==> src/hdl/bed_pkg.sv <==
`timescale 1ns / 1ps
// ----------------------------------------------------------------------------
// Button edge event detector package
// Shared constants, codes and the event record for the detector.
// ----------------------------------------------------------------------------
package bed_pkg;

  // Widest supported button word and the widths that follow from it.
  localparam int BUTTONS_MAX = 32;
  localparam int IDX_W       = 5;   // button index field
  localparam int CNT_W       = 6;   // buttons_in_use register
  localparam int TYPES_W     = 64;  // button_types register
  localparam int CFG_IDX_W   = 8;   // configuration register index
  localparam int OUT_DATA_W  = 8;   // button index padded to a byte

  // Button types, two bits per button.
  localparam logic [1:0] TYPE_NONE       = 2'd0;
  localparam logic [1:0] TYPE_TOGGLE     = 2'd1;
  localparam logic [1:0] TYPE_SHORT_LONG = 2'd2;
  localparam logic [1:0] TYPE_CONTINUOUS = 2'd3;

  // Input operations.
  localparam logic OP_DETECT   = 1'b0;
  localparam logic OP_SNAPSHOT = 1'b1;

  // Configuration register indexes.
  localparam logic [CFG_IDX_W-1:0] REG_BUTTON_TYPES   = 8'd0;
  localparam logic [CFG_IDX_W-1:0] REG_BUTTONS_IN_USE = 8'd1;

  // One event as it leaves the scanner.
  typedef struct packed {
    logic [IDX_W-1:0] button_index;
    logic             turned_on;
    logic             last_event;
  } bed_event_t;

endpackage

==> src/hdl/bed_scan.sv <==
`timescale 1ns / 1ps
// ----------------------------------------------------------------------------
// Button edge event detector scanner
// Walks sample, stored states and types through shift registers one button per cycle,
// unless a held event cannot leave, and pushes events out with one event of lookahead.
// ----------------------------------------------------------------------------
module bed_scan #(
  parameter int BUTTON_COUNT = bed_pkg::BUTTONS_MAX
) (
  input  logic                       clk,
  input  logic                       rst_n,
  input  logic                       start_i,
  input  logic                       start_op_i,
  input  logic [31:0]                start_word_i,
  input  logic [bed_pkg::TYPES_W-1:0] start_types_i,
  input  logic [bed_pkg::CNT_W-1:0]  start_count_i,
  output logic                       idle_o,
  output logic                       ev_push_o,
  output bed_pkg::bed_event_t        ev_o,
  input  logic                       ev_ready_i
);
  import bed_pkg::*;

  localparam int POS_W = (BUTTON_COUNT > 1) ? $clog2(BUTTON_COUNT) : 1;
  localparam logic [POS_W-1:0] POS_LAST = POS_W'(BUTTON_COUNT - 1);

  localparam logic [1:0] ST_IDLE  = 2'd0;
  localparam logic [1:0] ST_SCAN  = 2'd1;
  localparam logic [1:0] ST_FLUSH = 2'd2;

  logic [1:0]                state_r, state_nxt;
  logic [POS_W-1:0]          pos_r, pos_nxt;
  logic                      op_r, op_nxt;
  logic [CNT_W-1:0]          count_r, count_nxt;
  logic [BUTTON_COUNT-1:0]   word_sr_r, word_sr_nxt;
  logic [2*BUTTON_COUNT-1:0] types_sr_r, types_sr_nxt;
  logic [BUTTON_COUNT-1:0]   prev_r, prev_nxt;
  logic                      pend_valid_r, pend_valid_nxt;
  logic [IDX_W-1:0]          pend_idx_r, pend_idx_nxt;
  logic                      pend_on_r, pend_on_nxt;

  logic                      now_bit, was_bit, in_range, hit, on_bit, stall;
  logic [1:0]                btype;
  logic [BUTTON_COUNT:0]     prev_shift;

  always_comb begin
    state_nxt      = state_r;
    pos_nxt        = pos_r;
    op_nxt         = op_r;
    count_nxt      = count_r;
    word_sr_nxt    = word_sr_r;
    types_sr_nxt   = types_sr_r;
    prev_nxt       = prev_r;
    pend_valid_nxt = pend_valid_r;
    pend_idx_nxt   = pend_idx_r;
    pend_on_nxt    = pend_on_r;
    ev_push_o      = 1'b0;
    ev_o           = '0;

    now_bit  = word_sr_r[0];
    was_bit  = prev_r[0];
    btype    = types_sr_r[1:0];
    in_range = CNT_W'(pos_r) < count_r;

    // Edge classification for the button at the head of the shift registers.
    hit    = 1'b0;
    on_bit = 1'b1;
    case (btype)
      TYPE_TOGGLE: begin
        if (now_bit && !was_bit) begin
          hit = 1'b1;
        end else if (!now_bit && was_bit) begin
          hit    = 1'b1;
          on_bit = 1'b0;
        end
      end
      TYPE_SHORT_LONG: begin
        hit = now_bit && !was_bit;
      end
      TYPE_CONTINUOUS: begin
        hit = now_bit;
      end
      default: begin
        hit = 1'b0;
      end
    endcase
    hit = hit && in_range && (op_r == OP_DETECT);

    // A new event can only be taken when the held one can leave.
    stall      = hit && pend_valid_r && !ev_ready_i;
    prev_shift = {(in_range ? now_bit : was_bit), prev_r};

    case (state_r)
      ST_IDLE: begin
        if (start_i) begin
          word_sr_nxt    = start_word_i[BUTTON_COUNT-1:0];
          types_sr_nxt   = start_types_i[2*BUTTON_COUNT-1:0];
          op_nxt         = start_op_i;
          count_nxt      = start_count_i;
          pos_nxt        = '0;
          pend_valid_nxt = 1'b0;
          state_nxt      = ST_SCAN;
        end
      end
      ST_SCAN: begin
        if (!stall) begin
          if (hit && pend_valid_r) begin
            ev_push_o = 1'b1;
            ev_o      = '{button_index: pend_idx_r, turned_on: pend_on_r,
                          last_event: 1'b0};
          end
          if (hit) begin
            pend_valid_nxt = 1'b1;
            pend_idx_nxt   = IDX_W'(pos_r);
            pend_on_nxt    = on_bit;
          end
          // The stored word rotates once around, taking the sample in range.
          prev_nxt     = prev_shift[BUTTON_COUNT:1];
          word_sr_nxt  = word_sr_r >> 1;
          types_sr_nxt = types_sr_r >> 2;
          if (pos_r == POS_LAST) begin
            state_nxt = ST_FLUSH;
          end else begin
            pos_nxt = pos_r + 1'b1;
          end
        end
      end
      ST_FLUSH: begin
        if (!pend_valid_r) begin
          state_nxt = ST_IDLE;
        end else if (ev_ready_i) begin
          ev_push_o      = 1'b1;
          ev_o           = '{button_index: pend_idx_r, turned_on: pend_on_r,
                             last_event: 1'b1};
          pend_valid_nxt = 1'b0;
          state_nxt      = ST_IDLE;
        end
      end
      default: begin
        state_nxt = ST_IDLE;
      end
    endcase
  end

  assign idle_o = (state_r == ST_IDLE);

  always_ff @(posedge clk) begin
    if (!rst_n) begin
      state_r      <= ST_IDLE;
      pos_r        <= '0;
      prev_r       <= '0;
      pend_valid_r <= 1'b0;
    end else begin
      state_r      <= state_nxt;
      pos_r        <= pos_nxt;
      prev_r       <= prev_nxt;
      pend_valid_r <= pend_valid_nxt;
    end
  end

  always_ff @(posedge clk) begin
    op_r       <= op_nxt;
    count_r    <= count_nxt;
    word_sr_r  <= word_sr_nxt;
    types_sr_r <= types_sr_nxt;
    pend_idx_r <= pend_idx_nxt;
    pend_on_r  <= pend_on_nxt;
  end

endmodule

==> src/hdl/button_edge_event_detector.sv <==
`timescale 1ns / 1ps
// The scanner examines one button per cycle unless the result side stalls, and
// takes a new sample only once the scan of the previous one has ended. Reset
// clears the stored button states, sets button_types to all none and
// buttons_in_use to 32, and empties the output register.
// ----------------------------------------------------------------------------
// Button edge event detector
// Compares each sampled button word with the stored one and emits on and off events
// per button type, in ascending button order, the last one marked; a snapshot only stores.
// ----------------------------------------------------------------------------
module button_edge_event_detector #(
  parameter int BUTTON_COUNT = bed_pkg::BUTTONS_MAX
) (
  input  logic                           clk,
  input  logic                           rst_n,
  // Sample input channel.
  input  logic                           in_tvalid,
  output logic                           in_tready,
  input  logic [31:0]                    in_tdata,   // [31:0] button_word
  input  logic                           in_tuser,   // [0] operation
  // Event output channel.
  output logic                           out_tvalid,
  input  logic                           out_tready,
  output logic [bed_pkg::OUT_DATA_W-1:0] out_tdata,  // [4:0] button_index, rest 0
  output logic                           out_tuser,  // [0] turned_on
  output logic                           out_tlast,  // last_event
  // Configuration write channel.
  input  logic                           cfg_valid,
  output logic                           cfg_ready,
  input  logic [bed_pkg::CFG_IDX_W-1:0]  cfg_index,
  input  logic [bed_pkg::TYPES_W-1:0]    cfg_data
);
  import bed_pkg::*;

  localparam logic [CNT_W-1:0] COUNT_LIMIT = CNT_W'(BUTTON_COUNT);

  logic [TYPES_W-1:0] types_r;
  logic [CNT_W-1:0]   in_use_r;
  logic [CNT_W-1:0]   count_eff;

  logic               scan_idle;
  logic               ev_push;
  bed_event_t         ev;
  logic               slot_free;

  logic               out_valid_r, out_valid_nxt;
  bed_event_t         out_ev_r;

  // Configuration registers accept a write in every cycle. Writes to an
  // index outside the register list are dropped.
  assign cfg_ready = 1'b1;

  always_ff @(posedge clk) begin
    if (!rst_n) begin
      types_r  <= '0;
      in_use_r <= CNT_W'(BUTTONS_MAX);
    end else if (cfg_valid) begin
      case (cfg_index)
        REG_BUTTON_TYPES:   types_r  <= cfg_data;
        REG_BUTTONS_IN_USE: in_use_r <= cfg_data[CNT_W-1:0];
        default: begin
        end
      endcase
    end
  end

  // A count above the number of buttons examines all of them.
  assign count_eff = (in_use_r > COUNT_LIMIT) ? COUNT_LIMIT : in_use_r;

  // A sample is taken only while the scanner is free; the output register
  // may still hold the final event of the previous sample at that time.
  assign in_tready = scan_idle;

  // The scanner pushes an event only when the output register is empty or
  // its content is being transferred in the same cycle.
  assign slot_free = !out_valid_r || out_tready;

  bed_scan #(
    .BUTTON_COUNT(BUTTON_COUNT)
  ) u_scan (
    .clk          (clk),
    .rst_n        (rst_n),
    .start_i      (in_tvalid && in_tready),
    .start_op_i   (in_tuser),
    .start_word_i (in_tdata),
    .start_types_i(types_r),
    .start_count_i(count_eff),
    .idle_o       (scan_idle),
    .ev_push_o    (ev_push),
    .ev_o         (ev),
    .ev_ready_i   (slot_free)
  );

  // Output register between the scanner and the result channel.
  always_comb begin
    out_valid_nxt = out_valid_r;
    if (ev_push) begin
      out_valid_nxt = 1'b1;
    end else if (out_tready) begin
      out_valid_nxt = 1'b0;
    end
  end

  always_ff @(posedge clk) begin
    if (!rst_n) begin
      out_valid_r <= 1'b0;
    end else begin
      out_valid_r <= out_valid_nxt;
    end
  end

  always_ff @(posedge clk) begin
    if (ev_push) begin
      out_ev_r <= ev;
    end
  end

  assign out_tvalid = out_valid_r;
  assign out_tdata  = OUT_DATA_W'(out_ev_r.button_index);
  assign out_tuser  = out_ev_r.turned_on;
  assign out_tlast  = out_ev_r.last_event;

endmodule

==> config.mk <==
export PLATFORM = sky130hd
export DESIGN_NAME = button_edge_event_detector
export DESIGN_NICKNAME = d
export VERILOG_FILES = /design/src/hdl/bed_pkg.sv /design/src/hdl/bed_scan.sv /design/src/hdl/button_edge_event_detector.sv
export SDC_FILE = /design/constraint.sdc
export NUM_CORES = 1
export LEC_CHECK = 0
export BUFFER_PORTS_ARGS = -buffer_cell sky130_fd_sc_hd__buf_2
export CORE_UTILIZATION = 50
export DETAILED_ROUTE_END_ITERATION = 10
export PLACE_DENSITY = 0.67
export SLEW_MARGIN = 10
export SYNTH_ARGS = -nofsm -noshare
export SYNTH_HDL_FRONTEND = slang
export SYNTH_HIERARCHICAL = 1
export SYNTH_SLANG_ARGS = --single-unit
==> constraint.sdc <==
create_clock -name clk -period 14.7 [get_ports clk]
set_clock_uncertainty 0.15 [all_clocks]
set_input_delay 0.735 -clock clk [delete_from_list [all_inputs] [get_ports clk]]
set_output_delay 0.735 -clock clk [all_outputs]
set_load 0.01 [all_outputs]
==> metrics.yaml, run 1 <==
cells_and_area:
  diodes: 0
  synthToLayoutAreaGrowth_pct: 15.6
  drive_gt1_share_pct: 29.2
  postLayoutCoreUtil_pct: 58.8
  final_nets: 1009
worst_setup_path:
  reg2reg_depth: 9
  rr_endpoint: "u_scan/types_sr_r[8]"
  path_buf_inv: 3
  rrSetupSlack_ns: 11.39
  start_kind: "register"
  cp_max_fo: 64
  cp_slowest_stage_delay_ns: 0.43
  cpMostUsedCell: "buf_4"
  slowest_stage: "buf_4"
  critPathArrivalTime_ns: 3.30
  critical_path.top_delay_family: "buffers and inverters"
  cp.required_ns: 14.69
  crit_chain: "inv_1 -> ha_1 -> or2_0 -> a311o_1 -> a211oi_4 -> nand3_1 -> nor3b_2 -> buf_4 -> buf_4"
  reg2reg_from: "u_scan/word_sr_r[0]"
  end_kind: "register"
  crit_type: "reg -> reg"
routing:
  via_per_inst: 5.09
  ant_nets: 0
  drc_errors: 0
  finalWirelength_mm: 15.9
  drt_iter0_drc: 265
  firstDrtPassIters: 4
  routedWlPerCell_um: 14.0
  dr_total_vias: 5797
synth:
  synth_top_cell_area_share_pct: 36.7
  synth_top_area_cell: "edfxtp_1"
  syn_inst: 790
  ys_async_sr_fraction_pct: 0
  synth_mux_area_share_pct: 18.7
  synth-simple-area-share_pct: 11.9
  ys_top_cells_by_area: "edfxtp_1 (37%), dfxtp_1 (23%), mux2_2 (11%)"
  ys_ff_latch: 227
  syn_area_per_cell_um2: 12.0
  synth_top_family_by_area: "multiplexers"
  yosysMostFrequentCell: "nand2_1"
  mappedNetlistArea_mm2: 0.00949
  synth-xor-area-share_pct: 0
  synth-seq-area-share_pct: 60.1
  synth_compound_area_share_pct: 3.72
  synthTopCellsByCount: "nand2_1 (172), edfxtp_1 (116), dfxtp_1 (111), mux2_2 (93), mux2i_1 (73)"
  synthAdderAreaFrac_pct: 1.45
  synth.distinct_cells: 42
  synth-edff-count: 116
  yosys_warnings: 6
  synth-main-ff-cell: "edfxtp_1"
placement:
  port_buffers: 118
  gp_congestion: 0.747
  hpwl_mm: 9.64
floorplanning:
  start_util_pct: 50.9
  die-height_um: 140
  core_area_mm2: 0.0186
  ios: 123
  die_w_um: 140
  dieArea_mm2: 0.0195
  row_count: 50
clocking:
  cts.sinks: 227
  insertion_delay_ns: 0.50
  cts_max_level: 1
  post_cts_buffers: 0
  cts_inserted_buffers: 24
  cts_resized: 0
  cts_tree: "yes"
  cts_buffer_depth: 3
  clkTransAtPathRegs_ns: 0.06
  cts_hold_buf: 0
  cts_root_buffer: "clkbuf_16"
sta:
  setup_viol: 0
  hold_violations: 0
  period_minus_slack_ns: 3.31
  tightest_slew_ns: 1.11
  fin_crit_sh_pct: 22.5
  finalSetupTns_ns: 0
  final_max_slew_viol_count: 0
  slew_headroom_pct: 25.8
  fmax_mhz: 302
  rsz0062_at_grt: "no"
min_path:
  min_path_cells: 1
  hold_class: "in -> reg"
  min_to: "u_scan/op_r"
  hold_path_startpoint: "in_tuser"
power_and_ir_drop:
  leakagePower_nw: 4.20
  peakVddDrop_uv: 91.1
  power_density_mw_per_mm2: 166
  post-layout-total-power_mw: 1.83
global_route:
  grtUsageTotal_pct: 16.5
  overflow: 0
  grt_start_max_net_pins: 123
  grt_first_pass_wirelength_mm: 26.6
  antenna_found_initial: 0
  grt_pass1_vias: 5562
run:
  cap_violations: 0
run_status:
  status: "finished, final reports clean"
worst max path at each step:
stage,start,endpoint,slack (ns),cells after the start
2_1_floorplan,out_tready,u_scan/types_sr_r[0],5.70,5
5_1_grt,u_scan/word_sr_r[0],u_scan/types_sr_r[8],11.23,9
4_1_cts,u_scan/word_sr_r[0],u_scan/types_sr_r[8],11.40,9
3_3_place_gp,u_scan/word_sr_r[0],u_scan/types_sr_r[23],11.48,9
6_report,u_scan/word_sr_r[0],u_scan/types_sr_r[8],11.39,9
3_5_place_dp,u_scan/word_sr_r[0],u_scan/types_sr_r[17],11.42,9
kinds of logic (layout without fill, tap and decap cells):
logic type / count (synthesis) / after routing
AOI/OAI and AO/OA: 59 / 59
buffers and inverters: 67 / 180
muxes: 166 / 166
DFF: 227 / 227
other: 2 / 4
and+or+nand+nor: 258 / 258
adders and majority gates: 11 / 11
report_power, final:
part	total (mW)	switching, mW	internal [mW]
Combinational	0.319	0.191	0.129
Clock	0.625	0.237	0.388
Sequential	0.882	0.0350	0.847
stage by stage:
stage	cell area (µm²)	setup slack [ns]	instances	hold slack, ns
2_1_floorplan	9500	5.70	792	0.279
3_3_place_gp	10100	11.48	1096	0.287
3_5_place_dp	10100	11.42	1096	0.290
4_1_cts	11000	11.40	1139	0.240
5_1_grt	11000	11.23	1139	0.237
6_report	11000	11.39	1139	0.259
sequential cells by signal, summed over array words and instances (netlist names):
signal,flops
types_r,64
u_scan/count_r,6
u_scan/prev_r,32
out_tlast,1
u_scan/pend_idx_r,5
out_tuser,1
u_scan/pend_valid_r,1
u_scan/state_r,2
u_scan/word_sr_r,32
u_scan/pend_on_r,1
in_use_r,6
out_tvalid,1
out_tdata,5
u_scan/types_sr_r,64
u_scan/op_r,1
u_scan/pos_r,5
cell type report:
type / count / area [µm²]
fillers: 1518 / 7670
inverters: 13 / 48.8
repair buffers: 124 / 642
multi-input cells: 498 / 3450
well taps: 234 / 293
flip-flops and latches: 227 / 5710
clock buffers: 34 / 709
clock inverters: 9 / 124
metal layers:
metal  track usage [%]  vias to the layer above  share of wire (%)
met1              22.6                     2716                 48
met5                 0                        -                  0
li1                  -                     2955                  -
met4              4.16                        0                1.2
met3              3.03                       21                4.4
met2              27.2                      105                 47
layout by cell type, fill, tap and decap left out, types with 4 or more instances in the layout:
cell type / instances
nand2_1: 172
buf_2: 117
edfxtp_1: 116
dfxtp_1: 111
mux2_2: 93
mux2i_1: 73
nand3_1: 42
o21ai_1: 32
clkbuf_16: 25
inv_1: 13
nor2b_1: 11
ha_1: 10
a21oi_1: 9
nor2_1: 9
and2_1: 8
buf_4: 6
clkinv_2: 5
clkbuf_8: 5
conb_1: 4
clkbuf_1: 4
o21ai_0: 4
(Power assumes the default switching activity.)
==> run 2: changes to the inputs <==
- clock period: 14.7 -> 3.3 ns (I/O delays scaled with it)
==> run 2 against run 1 <==
  * Critical path depth fell by 1
  * Count of clock-buffer cells in the layout shrank 3
  * Combinational power rose to 4.9 times the previous value
  * Flip-flop and latch count unchanged
  * Register-to-register slack got worse by 11 ns
  * Cell count up 9.4%
  * Wire length is 9.2% higher
  * Sequential share of layout area shrank 4.9 points
  * Global-route usage up 1.5 points
  * Setup slack got worse by 11 ns
  * Clock power increased to 4.6 times the previous value
  * Sequential power rose to 4.5 times the previous value
  * Critical path type unchanged
  * Largest cell class unchanged
  * Highest routed layer unchanged
==> metrics.yaml, run 2 (synthesis gave the netlist of run 1 again) <==
cells_and_area:
  reg_top3: "types_r (64), u_scan/types_sr_r (64)"
  final_area_mm2: 0.0121  # +10%
  final_nets: 1114  # +10%
  fin_cells: 1246  # +9.4%
  synthToLayoutAreaGrowth_pct: 27.5
  final_common_cell: "nand2_1"
  drive_gt1_share_pct: 26.2  # -3.0 points
  diodes: 0  # unchanged
  layout_common_cells: "nand2_1 (172), buf_2 (117), edfxtp_1 (116), dfxtp_1 (111), dlygate4sd3_1 (104)"
global_route:
  antenna_found_initial: 0  # unchanged
  grt_pass1_vias: 6108  # +9.8%
  grt_first_pass_wirelength_mm: 28.9  # +8.5%
  grtUsageTotal_pct: 18.1  # +1.5 points
  overflow: 0  # unchanged
  grt_start_max_net_pins: 204  # +66%
sta:
  setup_viol: 0  # unchanged
  fin_crit_sh_pct: 84.5  # +62 points
  period_minus_slack_ns: 2.79  # -0.523 ns
  tightest_slew_ns: 0.856  # -0.256 ns
  finalSetupTns_ns: 0  # unchanged
  final_max_slew_viol_count: 0  # unchanged
  fmax_mhz: 359  # +19%
  hold_violations: 0  # unchanged
  slew_headroom_pct: 42.9  # +17 points
  rsz0062_at_grt: "no"
  holdWs_ns: 0.146  # -0.112 ns
clocking:
  cts_resized: 0  # unchanged
  insertion_delay_ns: 0.51  # about the same
  cts_inserted_buffers: 25  # +4.2%
  cts_buffer_depth: 3  # unchanged
  cts_tree: "yes"
  cts_root_buffer: "clkbuf_16"
  clkTransAtPathRegs_ns: 0.06  # about the same
  cts_max_level: 1  # unchanged
  cts.sinks: 227  # unchanged
floorplanning:
  dieArea_mm2: 0.0195  # unchanged
  die_w_um: 140  # unchanged
  die-height_um: 140  # unchanged
  start_util_pct: 50.9  # unchanged
  row_count: 50  # unchanged
  core_area_mm2: 0.0186  # unchanged
  ios: 123  # unchanged
worst_setup_path:
  crit_type: "reg -> reg"
  cp_max_fo: 96  # +50%
  cp.required_ns: 3.32  # -11.37 ns
  start_kind: "register"
  end_kind: "register"
  reg2reg_from: "u_scan/word_sr_r[0]"
  critPathArrivalTime_ns: 2.80  # -0.50 ns
  critical_path.startpoint: "u_scan/word_sr_r[0]"
min_path:
  hold_class: "in -> reg"
  hold_path_startpoint: "cfg_index[5]"
placement:
  place_area_mm2: 0.0102  # +0.52%
  hpwl_mm: 9.31  # -3.4%
  port_buffers: 118  # unchanged
  dp.cells: 1096  # unchanged
  gp_congestion: 0.768  # +2.8%
routing:
  firstDrtPassIters: 5  # +1
  dr_total_vias: 6263  # +8.0%
  met3WireLength_um: 616  # -12%
  top_layer: "met4"
  via_per_inst: 5.03  # -1.2%
  routedWlPerCell_um: 14.0  # -0.14%
  ant_nets: 0  # unchanged
  drc_errors: 0  # unchanged
  finalWirelength_mm: 17.4  # +9.2%
  wl_met2_mm: 8.18  # +9.5%
  drt_iter0_drc: 383  # +45%
  met1_length_mm: 8.25  # +8.7%
run_status:
  status: "finished, final reports clean"
power_and_ir_drop:
  leakagePower_nw: 4.67  # +11%
  post-layout-total-power_mw: 8.38  # +360%
  power_density_mw_per_mm2: 692  # +320%
  peakVddDrop_uv: 482  # +430%
run:
  cap_violations: 0  # unchanged
[run 2: power breakdown]
| part | internal, mW | switching [mW] | leakage, nW |
|---|---|---|---|
| registers | 3.77 | 0.161 | 2.05 |
| logic | 0.677 | 0.872 | 2.19 |
| clock network | 1.81 | 1.08 | 0.427 |
| total | 6.26 | 2.12 | 4.67 |
[run 2: layout make-up]
class | instances | area (µm²)
fill | 1400 | 6540
sequential | 227 | 5710
multi-input combinational | 498 | 3460
timing repair buffer | 228 | 1720
clock buffer | 31 | 699
tap | 234 | 293
clock inverter | 15 | 178
inverter | 13 | 48.8
[run 2: what timing repair did]
action                    in CTS  in global routing
hold endpoints to repair     109                  0
buffers inserted               0                  0
hold buffers                 104                  0
[run 2: path summary, 6_finish.rpt]
kind | to | slack, ns | cells past startpoint
min reg2reg | u_scan/prev_r[8] | 0.30 | 2
max reg2reg | u_scan/types_sr_r[8] | 0.51 | 8
max | u_scan/types_sr_r[8] | 0.51 | 8
min | in_use_r[1] | 0.15 | 4
[run 2: routing by layer]
metal  track usage (%)  vias up
met5                 0        -
met4              6.13        0
met3              2.72       33
met2              29.8      130
met1              24.3     2920
li1                  -     3180
[run 2: stage by stage]
stage                     worst slack, ns  util, %
after floorplan                    -0.867        -
after global placement              0.620     54.7
after global routing                0.382     64.9
final                               0.511     64.9
after detailed placement            0.581     54.7
after CTS                           0.574     64.9
[run 2: worst max-delay path, cell delays in order (launching register included)]
cell and delay (ns):
edfxtp_1 0.41, inv_1 0.10, ha_1 0.22, or2_0 0.21, a311o_1 0.30, a211oi_4 0.34
nand3_2 0.16, nor3b_4 0.19, buf_12 0.23
